==> src/sv/apf_ram.sv <==
`timescale 1ns / 1ps
`default_nettype none
// ----------------------------------------------------------------------------
// apf_ram
// Single write port, single read port RAM with registered read data.
// ----------------------------------------------------------------------------
module apf_ram #(
  parameter int unsigned W = 8,
  parameter int unsigned D = 256
) (
  input  wire logic                 clk_i,
  input  wire logic                 we_i,
  input  wire logic [$clog2(D)-1:0] waddr_i,
  input  wire logic [W-1:0]         wdata_i,
  input  wire logic [$clog2(D)-1:0] raddr_i,
  output logic      [W-1:0]         rdata_o
);

  logic [W-1:0] mem [D];

  always_ff @(posedge clk_i) begin
    if (we_i) begin
      mem[waddr_i] <= wdata_i;
    end
    rdata_o <= mem[raddr_i];
  end

endmodule
`default_nettype wire

==> config.mk <==
export PLATFORM = sky130hd
export DESIGN_NAME = apf_ram
export DESIGN_NICKNAME = d
export VERILOG_FILES = /design/src/sv/apf_ram.sv
export SDC_FILE = /design/constraint.sdc
export NUM_CORES = 2
export LEC_CHECK = 0
export BUFFER_PORTS_ARGS = -buffer_cell sky130_fd_sc_hd__buf_2
export CORE_ASPECT_RATIO = 1.1
export CORE_UTILIZATION = 68
export DETAILED_ROUTE_END_ITERATION = 16
export GPL_ROUTABILITY_DRIVEN = 0
export HOLD_SLACK_MARGIN = 0.1
export PLACE_DENSITY = 0.9
export SETUP_SLACK_MARGIN = 0.4
export SYNTH_ARGS = -nofsm -noshare
export SYNTH_HDL_FRONTEND = slang
export SYNTH_SLANG_ARGS = --single-unit
export TNS_END_PERCENT = 50
==> constraint.sdc <==
create_clock -name clk_i -period 5.87 [get_ports clk_i]
set_clock_uncertainty 0.15 [all_clocks]
set_input_delay 0.8805 -clock clk_i [delete_from_list [all_inputs] [get_ports clk_i]]
set_output_delay 0.8805 -clock clk_i [all_outputs]
set_load 0.005 [all_outputs]
==> impl_metrics.toml <==
[critical_path]
reg2reg_slack_ns = 2.25
worst-endpoint-arrival_ns = 5.08
timing.rr.end = "rdata_o[7]"
endpoint_kind = "flop"
critPathLaunch = "raddr_i[0]"
reg2reg_depth = 6
worstSetupPathType = "in -> reg"
critical_path_required_ns = 6.36
cp-start-kind = "input pin"
cp_max_fo = 67
r2r-start = "mem[135][7]"

[yosys]
synth.area.top_cells = "edfxtp_1 77%, mux4_2 13%, mux2i_1 1.7%"
yosysTopAreaCellShare_pct = 77.3
syn_avg_cell_area_sq_um = 21.3
yosysSeqAreaShare_pct = 77.5
synth_enable_flop_cells = 2048
ys.flop_type = "edfxtp_1"
synth_common_cells = "2048 x edfxtp_1, 454 x mux4_2, 282 x nor2_1, 134 x mux2i_1, 133 x a22oi_1"
synth_seq_cells = 2056
syn_nets = 3759
yosys.area.top_type = "edfxtp_1"
async_flop_share_pct = 0
postSynthCellCount = 3733
synth_most_common_cell = "edfxtp_1"
ys_types = 55
synth.cell_area_sq_um = 79600
yosys_warnings = 0

[worst_hold_path]
min_to = "mem[136][3]"
min_from = "wdata_i[3]"
min_path_cells = 1
min_path_type = "in -> reg"

[sta]
grt_setup_unrepaired = "no"
tns_ns = 0
max_freq_mhz = 218
min_period_ns = 4.59
slew_headroom_pct = -5.36
finalCritPeriodShare_pct = 78.2
slew_viol_final = 3
setup-violations-final = 0
finalHoldViolCount = 0
fin_ws_ns = 1.28
worst_slew_pin_slew_ns = 1.57

[clock_tree]
cts_setup_buffers = 0
cts_tree = "yes"
cts_root_buf = "clkbuf_16"
insertion_delay_ns = 0.84
cts_num_sinks = 2056
clock_path_buffers = 3
path_clk_slew_ns = 0.07
h-tree-depth = 4
cts_made_buffers = 182
holdBufCountCts = 0
ctsResizeCount = 0

[detailed_routing]
wl_per_cell_microns = 43.1
drt-pass1-iter-count = 14
drcViolationCount = 4
vias_per_cell = 8.03
drt_first_iter_violations = 8860
vias = 44200
final_antenna_net_count = 0
routed_wl_microns = 237000

[power]
total_power_mw = 30.2
irDropWorstVdd_v = 0.000324
cellPowerDensity_nw_per_um2 = 346
leakage_nw = 26.9

[grt]
antenna_found_initial = 19
grt-ovfl-total = 0
grt_start_max_net_pins = 149
grt_pass1_vias = 44100
grt_usage_pct = 40.9
grt_pass1_wl_microns = 332000

[place]
dp_slack_ns = 1.08
dp_cells = 5158
portBuffers = 33
dp_hpwl_microns = 125000

[layout]
nets = 3840
synthToLayoutAreaGrowth_pct = 9.72
final_util_pct = 75.2
drive_gt1_share_pct = 22.1
instances_no_fill = 5503

[floorplanning]
die_x_microns = 328
die-height_microns = 361
ios = 34
dieArea_sq_um = 118000
core_sq_um = 116000
start_util_pct = 68.6
placementRows = 131

[run_status]
outcome = "complete, but fails checks"
violations = "DRC, capacitance limit, slew limit"

[flow_run]
drv_cap = 2
[cells by family (layout without fill, tap and decap cells)]
group	Yosys count	in the layout	synth area share [%]
AO/OA/AOI/OAI	385	385	3.42
buffers and inverters	235	469	1.83
flip-flops	2056	2056	77.5
multiplexers	591	591	14.6
other	0	7	0
AND/OR/NAND/NOR	466	466	2.63
[routing by layer]
metal  part of all wire, %  GRT usage (%)
met1                    29           50.3
met3                    16           13.6
met4                   8.5           25.9
met2                    47           62.9
met5                 0.070         0.0410
[cell usage in the layout (no fill, tap or decap), types with 5 or more instances in the layout]
master      count
clkinv_2       39
mux2i_1       134
clkinvlp_4      5
nand2_1        33
clkinv_8        7
buf_12         17
nand3_1        33
buf_2          22
nor3_1         21
clkbuf_8       12
mux4_2        454
a22o_1          8
edfxtp_1     2048
clkbuf_16     184
nor2_1        279
nand4_1        10
a221oi_1       13
and2_1          6
o22a_1          5
a22oi_1       133
o21ai_0        10
nor4_1         24
dfxtp_1         8
o22ai_1        28
inv_6           5
bufinv_16      20
a21oi_1        96
o221ai_1       46
clkinv_1       32
diode_2         7
o211ai_1       10
nor2b_1        28
nand2b_1        8
clkbuf_1       36
buf_4          81
a211oi_1       16
[worst max-delay path by stage]
| stage | endpoint | cells after the start |
|---|---|---|
| global route | rdata_o[7] | 8 |
| CTS | rdata_o[7] | 8 |
| finish | rdata_o[7] | 8 |
| floorplan | rdata_o[2] | 9 |
| detailed placement | rdata_o[7] | 8 |
| global placement | rdata_o[7] | 8 |
[registers in the layout (all words and copies together), names as in the netlist]
name and cells:
mem 2048, rdata_o 8
[critical path: stages]
cell and delay, ns:
buf_8 0.64, buf_12 0.45, buf_4 0.43, mux4_2 0.60, a22oi_1 0.28, a21oi_1 0.14, nor3_1 1.27, nor4_1 0.19
[power by group]
part,total [mW],internal [mW],leakage [nW],switching [mW]
clock,12.4,6.74,2.94,5.69
sequential,16.2,16.2,18.5,0.0423
combinational,1.56,0.482,5.50,1.07
[cell type report]
type,count,area (sq um)
clock buffers,224,4790
inverters,2,7.51
multi-input cells,1442,16500
diodes,7,17.5
flip-flops and latches,2056,61700
repair buffers,130,1200
clock inverters,113,1220
well taps,1529,1910
fillers,5275,28800
[per-stage QoR]
stage	area [sq um]	hold WS, ns
finish	87300	0.570
global route	87300	0.564
CTS	87300	0.566
detailed placement	81200	0.880
global placement	81200	0.859
floorplan	79600	0.620
Power figures use the tool's default switching activity.
